[src/rtl/core/mpbfs_pkg.sv]
package mpbfs_pkg;

    // fixed field widths
    localparam int COMP_W  = 16;
    localparam int FRAME_W = 7;
    localparam int ERR_W   = 44;
    localparam int ALPHA_W = 8;

    localparam int DEF_PIXEL_BITS = 16;

    // frame counter wraps to zero at this count
    localparam int MAX_FRAMES = 128;

    // alpha code that marks a background pixel
    localparam logic [ALPHA_W-1:0] ALPHA_BLOCK = 8'hFF;

    // empty / saturated error value
    localparam logic [ERR_W-1:0] ERR_EMPTY = '1;

    // per-pixel control carried alongside the lane data
    typedef struct packed {
        logic fill;
        logic blocked;
        logic close;
        logic send;
    } pix_ctrl_t;

    // merge stage status seen by the stall logic
    typedef struct packed {
        logic s2_valid;
        logic s2_send;
    } merge_stat_t;

    typedef struct packed {
        logic [FRAME_W-1:0] best_frame;
        logic [ERR_W-1:0]   best_error;
        logic               found;
    } result_t;

endpackage

[src/rtl/core/mpbfs_pix_if.sv]
interface mpbfs_pix_if
    import mpbfs_pkg::*;
();
    logic               valid;
    logic               ready;
    logic [COMP_W-1:0]  probe_red;
    logic [COMP_W-1:0]  probe_green;
    logic [COMP_W-1:0]  probe_blue;
    logic [COMP_W-1:0]  cand_red;
    logic [COMP_W-1:0]  cand_green;
    logic [COMP_W-1:0]  cand_blue;
    logic               to_fill;
    logic [ALPHA_W-1:0] alpha_byte;
    logic               patch_end;
    logic               search_end;

    modport source (
        output valid, probe_red, probe_green, probe_blue,
        output cand_red, cand_green, cand_blue,
        output to_fill, alpha_byte, patch_end, search_end,
        input  ready
    );

    modport sink (
        input  valid, probe_red, probe_green, probe_blue,
        input  cand_red, cand_green, cand_blue,
        input  to_fill, alpha_byte, patch_end, search_end,
        output ready
    );
endinterface

[src/rtl/core/mpbfs_res_if.sv]
interface mpbfs_res_if
    import mpbfs_pkg::*;
();
    logic               valid;
    logic               ready;
    logic [FRAME_W-1:0] best_frame;
    logic [ERR_W-1:0]   best_error;
    logic               found;

    modport source (
        output valid, best_frame, best_error, found,
        input  ready
    );

    modport sink (
        input  valid, best_frame, best_error, found,
        output ready
    );
endinterface

[src/rtl/core/mpbfs_sq_lane.sv]
module mpbfs_sq_lane
    import mpbfs_pkg::*;
#(
    parameter int PIXEL_BITS = DEF_PIXEL_BITS
)
(
    input  logic                    clk,
    input  logic                    en,
    input  logic [COMP_W-1:0]       probe,
    input  logic [COMP_W-1:0]       cand,
    output logic [2*PIXEL_BITS-1:0] sq
);

    logic [PIXEL_BITS-1:0]   a;
    logic [PIXEL_BITS-1:0]   b;
    logic [PIXEL_BITS-1:0]   diff;
    logic [2*PIXEL_BITS-1:0] sq_reg;
    logic [2*PIXEL_BITS-1:0] sq_next;

    assign a = probe[PIXEL_BITS-1:0];
    assign b = cand[PIXEL_BITS-1:0];

    always_comb
    begin
        diff    = (a >= b) ? (a - b) : (b - a);
        sq_next = (2*PIXEL_BITS)'(diff) * (2*PIXEL_BITS)'(diff);
    end

    always_ff @(posedge clk)
    begin
        if (en)
        begin
            sq_reg <= sq_next;
        end
    end

    assign sq = sq_reg;

endmodule

[src/rtl/core/mpbfs_merge.sv]
module mpbfs_merge
    import mpbfs_pkg::*;
#(
    parameter int PIXEL_BITS = DEF_PIXEL_BITS
)
(
    input  logic                    clk,
    input  logic                    rst_n,
    input  logic                    adv,
    input  logic                    s1_valid,
    input  pix_ctrl_t               s1_ctrl,
    input  logic [2*PIXEL_BITS-1:0] sq_r,
    input  logic [2*PIXEL_BITS-1:0] sq_g,
    input  logic [2*PIXEL_BITS-1:0] sq_b,
    input  logic                    start_load,
    input  logic [FRAME_W-1:0]      start_frame,
    output merge_stat_t             stat,
    output result_t                 res,
    output logic                    res_strobe
);

    localparam int SUM_W = 2*PIXEL_BITS + 2;

    // lane sum stage
    logic               s2_valid_reg;
    pix_ctrl_t          s2_ctrl_reg;
    logic [SUM_W-1:0]   e_reg;
    logic [SUM_W-1:0]   e_next;

    // search state
    logic [ERR_W-1:0]   patch_error_reg;
    logic [ERR_W-1:0]   patch_error_next;
    logic               patch_blocked_reg;
    logic               patch_blocked_next;
    logic [ERR_W-1:0]   lowest_error_reg;
    logic [ERR_W-1:0]   lowest_error_next;
    logic [FRAME_W-1:0] lowest_frame_reg;
    logic [FRAME_W-1:0] lowest_frame_next;
    logic [FRAME_W-1:0] frame_counter_reg;
    logic [FRAME_W-1:0] frame_counter_next;
    logic               any_found_reg;
    logic               any_found_next;

    logic [ERR_W:0]     acc_sum;
    logic [ERR_W-1:0]   acc_sat;
    logic               blk_now;
    logic               win;
    logic               step;
    logic [ERR_W-1:0]   cand_error;
    logic [FRAME_W-1:0] cand_frame;
    logic               cand_found;
    logic [FRAME_W:0]   fc_inc;
    logic [FRAME_W-1:0] fc_wrap;

    always_comb
    begin
        e_next = SUM_W'(sq_r) + SUM_W'(sq_g) + SUM_W'(sq_b);
        if (!s1_ctrl.fill)
        begin
            e_next = '0;
        end
    end

    always_ff @(posedge clk or negedge rst_n)
    begin
        if (!rst_n)
        begin
            s2_valid_reg <= 1'b0;
            s2_ctrl_reg  <= '0;
        end
        else if (adv)
        begin
            s2_valid_reg <= s1_valid;
            s2_ctrl_reg  <= s1_ctrl;
        end
    end

    always_ff @(posedge clk)
    begin
        if (adv)
        begin
            e_reg <= e_next;
        end
    end

    // accumulate, saturate and compare at frame close
    always_comb
    begin
        step       = adv && s2_valid_reg;
        acc_sum    = {1'b0, patch_error_reg} + (ERR_W+1)'(e_reg);
        acc_sat    = acc_sum[ERR_W] ? ERR_EMPTY : acc_sum[ERR_W-1:0];
        blk_now    = patch_blocked_reg | s2_ctrl_reg.blocked;
        win        = s2_ctrl_reg.close && !blk_now && (acc_sat < lowest_error_reg);
        cand_error = win ? acc_sat : lowest_error_reg;
        cand_frame = win ? frame_counter_reg : lowest_frame_reg;
        cand_found = win | any_found_reg;
        fc_inc     = {1'b0, frame_counter_reg} + (FRAME_W+1)'(1);
        fc_wrap    = (fc_inc >= (FRAME_W+1)'(MAX_FRAMES)) ? '0 : fc_inc[FRAME_W-1:0];
    end

    always_comb
    begin
        patch_error_next   = patch_error_reg;
        patch_blocked_next = patch_blocked_reg;
        lowest_error_next  = lowest_error_reg;
        lowest_frame_next  = lowest_frame_reg;
        any_found_next     = any_found_reg;
        frame_counter_next = frame_counter_reg;
        if (step)
        begin
            patch_error_next   = acc_sat;
            patch_blocked_next = blk_now;
            if (s2_ctrl_reg.close)
            begin
                patch_error_next   = '0;
                patch_blocked_next = 1'b0;
                lowest_error_next  = cand_error;
                lowest_frame_next  = cand_frame;
                any_found_next     = cand_found;
                frame_counter_next = fc_wrap;
            end
            if (s2_ctrl_reg.send)
            begin
                lowest_error_next  = ERR_EMPTY;
                lowest_frame_next  = '0;
                any_found_next     = 1'b0;
                frame_counter_next = start_frame;
            end
        end
        if (start_load)
        begin
            frame_counter_next = start_frame;
        end
    end

    always_ff @(posedge clk or negedge rst_n)
    begin
        if (!rst_n)
        begin
            patch_error_reg   <= '0;
            patch_blocked_reg <= 1'b0;
            lowest_error_reg  <= ERR_EMPTY;
            lowest_frame_reg  <= '0;
            any_found_reg     <= 1'b0;
            frame_counter_reg <= '0;
        end
        else
        begin
            patch_error_reg   <= patch_error_next;
            patch_blocked_reg <= patch_blocked_next;
            lowest_error_reg  <= lowest_error_next;
            lowest_frame_reg  <= lowest_frame_next;
            any_found_reg     <= any_found_next;
            frame_counter_reg <= frame_counter_next;
        end
    end

    always_comb
    begin
        res.best_frame  = cand_found ? cand_frame : '0;
        res.best_error  = cand_found ? cand_error : ERR_EMPTY;
        res.found       = cand_found;
        res_strobe      = step && s2_ctrl_reg.send;
        stat.s2_valid   = s2_valid_reg;
        stat.s2_send    = s2_ctrl_reg.send;
    end

endmodule

[src/rtl/core/masked_patch_best_frame_search_core.sv]
// result path: a search result is registered in order through lane square, lane merge
//   and accumulate/compare after the request carrying search_end is accepted
// throughput: one pixel request per cycle; input stalls only while a finished
//   result is untaken and the next search end has reached the compare stage
// reset: rst_n asynchronous active low; start_frame and frame counter go to 0,
//   best error to all ones, pipeline and result register empty
module masked_patch_best_frame_search_core
    import mpbfs_pkg::*;
#(
    parameter int PIXEL_BITS = DEF_PIXEL_BITS
)
(
    input  logic               clk,
    input  logic               rst_n,
    input  logic               cfg_we,
    input  logic [FRAME_W-1:0] cfg_wdata,
    mpbfs_pix_if.sink          pixel,
    mpbfs_res_if.source        result
);

    // configuration
    logic [FRAME_W-1:0] start_frame_reg;
    // frame number the merge stage loads: the new value during a write,
    // the stored start frame when a search restarts
    logic [FRAME_W-1:0] start_sel;

    // lane stage control, payload lives in the lanes
    logic               s1_valid_reg;
    pix_ctrl_t          s1_ctrl_reg;
    pix_ctrl_t          s1_ctrl_next;

    logic [2*PIXEL_BITS-1:0] sq_r;
    logic [2*PIXEL_BITS-1:0] sq_g;
    logic [2*PIXEL_BITS-1:0] sq_b;

    merge_stat_t        stat;
    result_t            res;
    logic               res_strobe;

    // output register
    logic               res_valid_reg;
    logic               res_valid_next;
    result_t            res_reg;
    result_t            res_next;

    // whole pipeline moves together; it holds only when a search end
    // would overwrite a result that is still waiting
    logic               adv;

    assign adv         = !(stat.s2_valid && stat.s2_send && res_valid_reg && !result.ready);
    assign pixel.ready = adv;

    always_ff @(posedge clk or negedge rst_n)
    begin
        if (!rst_n)
        begin
            start_frame_reg <= '0;
        end
        else if (cfg_we)
        begin
            start_frame_reg <= cfg_wdata;
        end
    end

    assign start_sel = cfg_we ? cfg_wdata : start_frame_reg;

    // per-pixel flags for the merge stage
    always_comb
    begin
        s1_ctrl_next.fill    = pixel.to_fill;
        s1_ctrl_next.blocked = (pixel.alpha_byte == ALPHA_BLOCK);
        s1_ctrl_next.close   = pixel.patch_end | pixel.search_end;  // search end closes too
        s1_ctrl_next.send    = pixel.search_end;
    end

    always_ff @(posedge clk or negedge rst_n)
    begin
        if (!rst_n)
        begin
            s1_valid_reg <= 1'b0;
            s1_ctrl_reg  <= '0;
        end
        else if (adv)
        begin
            s1_valid_reg <= pixel.valid;
            s1_ctrl_reg  <= s1_ctrl_next;
        end
    end

    // one squaring lane per color channel
    mpbfs_sq_lane #(
        .PIXEL_BITS (PIXEL_BITS)
    ) u_lane_r (
        .clk   (clk),
        .en    (adv),
        .probe (pixel.probe_red),
        .cand  (pixel.cand_red),
        .sq    (sq_r)
    );

    mpbfs_sq_lane #(
        .PIXEL_BITS (PIXEL_BITS)
    ) u_lane_g (
        .clk   (clk),
        .en    (adv),
        .probe (pixel.probe_green),
        .cand  (pixel.cand_green),
        .sq    (sq_g)
    );

    mpbfs_sq_lane #(
        .PIXEL_BITS (PIXEL_BITS)
    ) u_lane_b (
        .clk   (clk),
        .en    (adv),
        .probe (pixel.probe_blue),
        .cand  (pixel.cand_blue),
        .sq    (sq_b)
    );

    // lane sum, patch accumulation and best frame tracking
    mpbfs_merge #(
        .PIXEL_BITS (PIXEL_BITS)
    ) u_merge (
        .clk         (clk),
        .rst_n       (rst_n),
        .adv         (adv),
        .s1_valid    (s1_valid_reg),
        .s1_ctrl     (s1_ctrl_reg),
        .sq_r        (sq_r),
        .sq_g        (sq_g),
        .sq_b        (sq_b),
        .start_load  (cfg_we),
        .start_frame (start_sel),
        .stat        (stat),
        .res         (res),
        .res_strobe  (res_strobe)
    );

    // result register: a new result may land in the cycle the old one is taken
    always_comb
    begin
        res_valid_next = res_valid_reg;
        res_next       = res_reg;
        if (res_strobe)
        begin
            res_valid_next = 1'b1;
            res_next       = res;
        end
        else if (result.ready)
        begin
            res_valid_next = 1'b0;
        end
    end

    always_ff @(posedge clk or negedge rst_n)
    begin
        if (!rst_n)
        begin
            res_valid_reg <= 1'b0;
        end
        else
        begin
            res_valid_reg <= res_valid_next;
        end
    end

    always_ff @(posedge clk)
    begin
        res_reg <= res_next;
    end

    assign result.valid      = res_valid_reg;
    assign result.best_frame = res_reg.best_frame;
    assign result.best_error = res_reg.best_error;
    assign result.found      = res_reg.found;

endmodule

[src/flat_wrapper.sv]
// flat-port wrapper written by rule: the top's interface ports become plain ports
module masked_patch_best_frame_search_core_flat import mpbfs_pkg::*;
#(
    parameter int PIXEL_BITS = DEF_PIXEL_BITS
)
  (clk, rst_n, cfg_we, cfg_wdata, pixel_valid, pixel_probe_red, pixel_probe_green, pixel_probe_blue, pixel_cand_red, pixel_cand_green, pixel_cand_blue, pixel_to_fill, pixel_alpha_byte, pixel_patch_end, pixel_search_end, pixel_ready, result_valid, result_best_frame, result_best_error, result_found, result_ready);
  mpbfs_pix_if pixel_i ();
  mpbfs_res_if result_i ();
  input  logic clk;
  input  logic rst_n;
  input  logic cfg_we;
  input  logic [FRAME_W-1:0] cfg_wdata;
  input wire logic [$bits(pixel_i.valid)-1:0] pixel_valid;
  input wire logic [$bits(pixel_i.probe_red)-1:0] pixel_probe_red;
  input wire logic [$bits(pixel_i.probe_green)-1:0] pixel_probe_green;
  input wire logic [$bits(pixel_i.probe_blue)-1:0] pixel_probe_blue;
  input wire logic [$bits(pixel_i.cand_red)-1:0] pixel_cand_red;
  input wire logic [$bits(pixel_i.cand_green)-1:0] pixel_cand_green;
  input wire logic [$bits(pixel_i.cand_blue)-1:0] pixel_cand_blue;
  input wire logic [$bits(pixel_i.to_fill)-1:0] pixel_to_fill;
  input wire logic [$bits(pixel_i.alpha_byte)-1:0] pixel_alpha_byte;
  input wire logic [$bits(pixel_i.patch_end)-1:0] pixel_patch_end;
  input wire logic [$bits(pixel_i.search_end)-1:0] pixel_search_end;
  output wire logic [$bits(pixel_i.ready)-1:0] pixel_ready;
  output wire logic [$bits(result_i.valid)-1:0] result_valid;
  output wire logic [$bits(result_i.best_frame)-1:0] result_best_frame;
  output wire logic [$bits(result_i.best_error)-1:0] result_best_error;
  output wire logic [$bits(result_i.found)-1:0] result_found;
  input wire logic [$bits(result_i.ready)-1:0] result_ready;
  assign pixel_i.valid = pixel_valid;
  assign pixel_i.probe_red = pixel_probe_red;
  assign pixel_i.probe_green = pixel_probe_green;
  assign pixel_i.probe_blue = pixel_probe_blue;
  assign pixel_i.cand_red = pixel_cand_red;
  assign pixel_i.cand_green = pixel_cand_green;
  assign pixel_i.cand_blue = pixel_cand_blue;
  assign pixel_i.to_fill = pixel_to_fill;
  assign pixel_i.alpha_byte = pixel_alpha_byte;
  assign pixel_i.patch_end = pixel_patch_end;
  assign pixel_i.search_end = pixel_search_end;
  assign pixel_ready = pixel_i.ready;
  assign result_valid = result_i.valid;
  assign result_best_frame = result_i.best_frame;
  assign result_best_error = result_i.best_error;
  assign result_found = result_i.found;
  assign result_i.ready = result_ready;
  masked_patch_best_frame_search_core #(.PIXEL_BITS(PIXEL_BITS)) u_core (.clk(clk), .rst_n(rst_n), .cfg_we(cfg_we), .cfg_wdata(cfg_wdata), .pixel(pixel_i), .result(result_i));
endmodule
[config.mk]
export PLATFORM = sky130hd
export DESIGN_NAME = masked_patch_best_frame_search_core_flat
export DESIGN_NICKNAME = d
export VERILOG_FILES = /design/src/rtl/core/mpbfs_pkg.sv /design/src/rtl/core/mpbfs_pix_if.sv /design/src/rtl/core/mpbfs_res_if.sv /design/src/rtl/core/mpbfs_sq_lane.sv /design/src/rtl/core/mpbfs_merge.sv /design/src/rtl/core/masked_patch_best_frame_search_core.sv /design/src/flat_wrapper.sv
export SDC_FILE = /design/constraint.sdc
export NUM_CORES = 2
export LEC_CHECK = 0
export ABC_AREA = 1
export BUFFER_PORTS_ARGS = -buffer_cell sky130_fd_sc_hd__buf_4
export CELL_PAD_IN_SITES_DETAIL_PLACEMENT = 2
export CELL_PAD_IN_SITES_GLOBAL_PLACEMENT = 2
export CORE_MARGIN = 2
export CORE_UTILIZATION = 43
export CTS_CLUSTER_DIAMETER = 200
export DETAILED_ROUTE_END_ITERATION = 8
export GPL_TIMING_DRIVEN = 0
export MAX_ROUTING_LAYER = met4
export PLACE_DENSITY = 0.94
export SYNTH_ARGS = -nofsm -noshare
export SYNTH_HDL_FRONTEND = slang
export SYNTH_SLANG_ARGS = --single-unit
[constraint.sdc]
create_clock -name clk -period 11.2 [get_ports clk]
set_clock_uncertainty 0.05 [all_clocks]
set_input_delay 2.24 -clock clk [delete_from_list [all_inputs] [get_ports clk]]
set_output_delay 2.24 -clock clk [all_outputs]
set_load 0.01 [all_outputs]
==> results by group <==
Worst setup path
  – CP endpoint kind: register
  – CP startpoint kind: input port
  – Worst R2R Start: u_core.u_merge.e_reg[0]
  – CP required: 11480 ps
  – Critical Path AT: 14100 ps
  – Worst Path Max Fanout: 10
  – R2R cell count: 26
  – Slowest-stage cell, CP: a21oi_1
  – Critical path's largest stage delay: 990 ps
  – Worst r2r dst: u_core.u_merge.lowest_error_reg[37]
  – Setup CP Type: input port to register
  – Reg-to-reg slack, setup: 2780 ps

Logic synthesis
  – Mean area per synthesized cell: about 8.1 um^2
  – Most used DFF post-synth: edfxtp_1
  – Asr flop ratio synth: 40.33%
  – Synthesized net count: about 6.6k
  – Seq cells post-synth: 300
  – Mapped cell area: 0.04418 mm^2
  – EDFF count, synth: 179
  – Mapped Cells: 5439
  – Yosys warns: 0
  – Seq/Total Area, Yosys: 19.15%
  – Netlist cell types: slightly above 60

STA
  – Slew @ Worst Pin: roughly 1500 ps
  – Hold Fails Final Rpt: 0
  – Fin crit share: 123.4%
  – Max Freq: approximately 72 MHz
  – Min Tclk post-route: 13820 ps
  – Final setup vio count: 46
  – Final WS setup: -2625 ps
  – Slew Limit Fails: 3
  – Max_slew headroom: -3.531%

Clocking
  – CTS buffer count: 38
  – Clock Sink Count: 300
  – Clk root buf: clkbuf_16
  – CTS tree: yes
  – Clock latency on the worst-skew pair: 660 ps
  – Clock buffer depth: 3
  – H-tree depth: 2
  – Clock transition at path regs: 70 ps

Drt
  – Vias per inst: 6.762
  – Routed len/inst: about 40 um
  – Initial DRC count: approximately 5.3k
  – Remaining antenna violation count: 0
  – WL final: 281.8 mm
  – # DRC: 0
  – DRT Pass-1 Iters: 6
  – Vias: slightly below 50k

GRT
  – Met1 Usage GRT: 44.97%
  – Largest net degree at the start of global routing: 91
  – Global-route wire length before repair: 364.7 mm
  – GR peak layer: met2
  – Met2 Usage GRT: between 70% and 80%
  – Total track usage: 48.14%
  – M3 GR Usage: 13.77%
  – Number of global-route vias before repair: 53.82k
  – Grt total ovfl: 0
  – Initial antenna violation count: 41

Finish
  – Most frequent cells in the layout: inv_1 (1211), nand2_1 (918), ha_1 (522)
  – P&R area growth vs syn: 12.24%
  – Post-Layout Inst Area: 0.04958 mm^2
  – Share of cells above drive strength 1: under 10%
  – Commonest non-fill, non-tap cell in the layout: inv_1
  – Nets: 6839

Flow run
  – Max Cap Violations: 1

Worst hold path
  – Hold Path Origin: u_core.start_frame_reg[6]
  – HP Class: register to register
  – WHS Path Cells: 2
  – Hold EP: u_core.start_frame_reg[6]

Outcome
  – Status: complete, but fails checks
  – Failing checks: capacitance limit, slew limit, setup timing

Placed design
  – Gp weighted congestion: 0.8980
  – Hpwl dp: between 150 and 200 mm
  – I/O Buffers: between 150 and 200
  – Placement Cell Area: 0.04729 mm^2

Floorplanning
  – Die extent in x: 324.5 um
  – Cell row count: approximately 120
  – Core area: around 0.10 mm^2
  – Io pins: 173
  – Die Area: 0.1053 mm^2
  – Starting Density: 43.36%
  – Die H: 324.5 um
## cells in the mapped netlist (49+ instances only)
| cell | n | area share, % |
|---|---|---|
| clkbuf_1 | 50 | 0.42 |
| edfxtp_1 | 179 | 12 |
| nor3_1 | 49 | 0.56 |
| nor2_1 | 474 | 4.0 |
| xor2_1 | 151 | 3.0 |
| o21ai_0 | 231 | 2.6 |
| dfrtp_1 | 77 | 4.4 |
| inv_1 | 1211 | 10 |
| a21oi_1 | 356 | 4.0 |
| fa_1 | 495 | 22 |
| nand3_1 | 204 | 2.3 |
| nand2_1 | 921 | 7.8 |
| ha_1 | 528 | 15 |
| xnor2_1 | 53 | 1.1 |
## metal layers
layer  part of all wire [%]  up-vias
met5                      0        -
met4                     13        0
met3                     12     2604
met2                     45     4391
met1                     30    23630
li1                       -    17720
## layout make-up
| type | count | area, um^2 |
|---|---|---|
| Antenna cell | 53 | 132.6 |
| Buffer | 79 | 405.4 |
| Clock buffer | 57 | 1114 |
| Clock inverter | 13 | 116.4 |
| Fill cell | 11360 | 52300 |
| Inverter | 1241 | 4674 |
| Multi-Input combinational cell | 3818 | 31190 |
| Sequential cell | 300 | 8458 |
| Tap cell | 1368 | 1712 |
| Timing Repair Buffer | 219 | 1783 |
## critical path: cells and delay by family
kind | cells | cell delay [ps]
adder cells (fa/ha/maj) | 8 | 5260
XOR/XNOR | 2 | 860
AND/OR/NAND/NOR | 10 | 2170
buffers and inverters | 9 | 1550
AO/OA/AOI/OAI | 5 | 1950
## timing repair
item | in CTS | in global routing
endpoints found under the hold margin | 0 | 0
hold buffers | 0 | 0
setup endpoints to repair | 15 | 29
gates resized for setup | 29 | 64
pin swaps | 0 | 9
setup buffers | 0 | 44
## kinds of logic after synthesis
| logic type | Yosys count | share of synthesized area, % |
|---|---|---|
| DFF | 300 | 19.15 |
| buffers and inverters | 1321 | 11.45 |
| AOI/OAI and AO/OA | 803 | 10.35 |
| and+or+nand+nor | 1762 | 16.76 |
| muxes | 7 | 0.1586 |
| adders and majority gates | 1023 | 37.39 |
| xor gates and xnor gates | 223 | 4.744 |
## metrics by stage
| stage | util (%) | worst slack (ps) | hold WS (ps) | cells | TNS (ps) |
|---|---|---|---|---|---|
| after floorplan | - | 1747 | 369.8 | 5439 | 0 |
| after global placement | 46.30 | 29.82 | 375.8 | 6978 | 0 |
| after detailed placement | 46.41 | -558.6 | 403.2 | 6982 | -6130 |
| after CTS | 47.86 | 43.94 | 451.2 | 7052 | 0 |
| after global routing | 48.66 | -2311 | 486.2 | 7145 | -28210 |
| final | 48.67 | -2625 | 440.7 | 7148 | -32810 |
## how the worst max path moves through the flow
stage | slack, ps | to | cells past startpoint | from
2_1_floorplan | 1750 | u_core.u_lane_r.sq[31] | 31 | pixel_probe_red[0]
3_3_place_gp | 30 | u_core.u_lane_r.sq[29] | 30 | pixel_cand_red[0]
3_5_place_dp | -560 | u_core.u_lane_r.sq[31] | 34 | pixel_probe_red[0]
4_1_cts | 40 | u_core.u_lane_g.sq[27] | 36 | pixel_probe_green[0]
5_1_grt | -2310 | u_core.u_lane_b.sq[31] | 34 | pixel_cand_blue[8]
6_report | -2620 | u_core.u_lane_b.sq[31] | 34 | pixel_cand_blue[8]
Power is not shown: default switching activity piles up to over one toggle a cycle in this logic, so the estimate is an artifact.
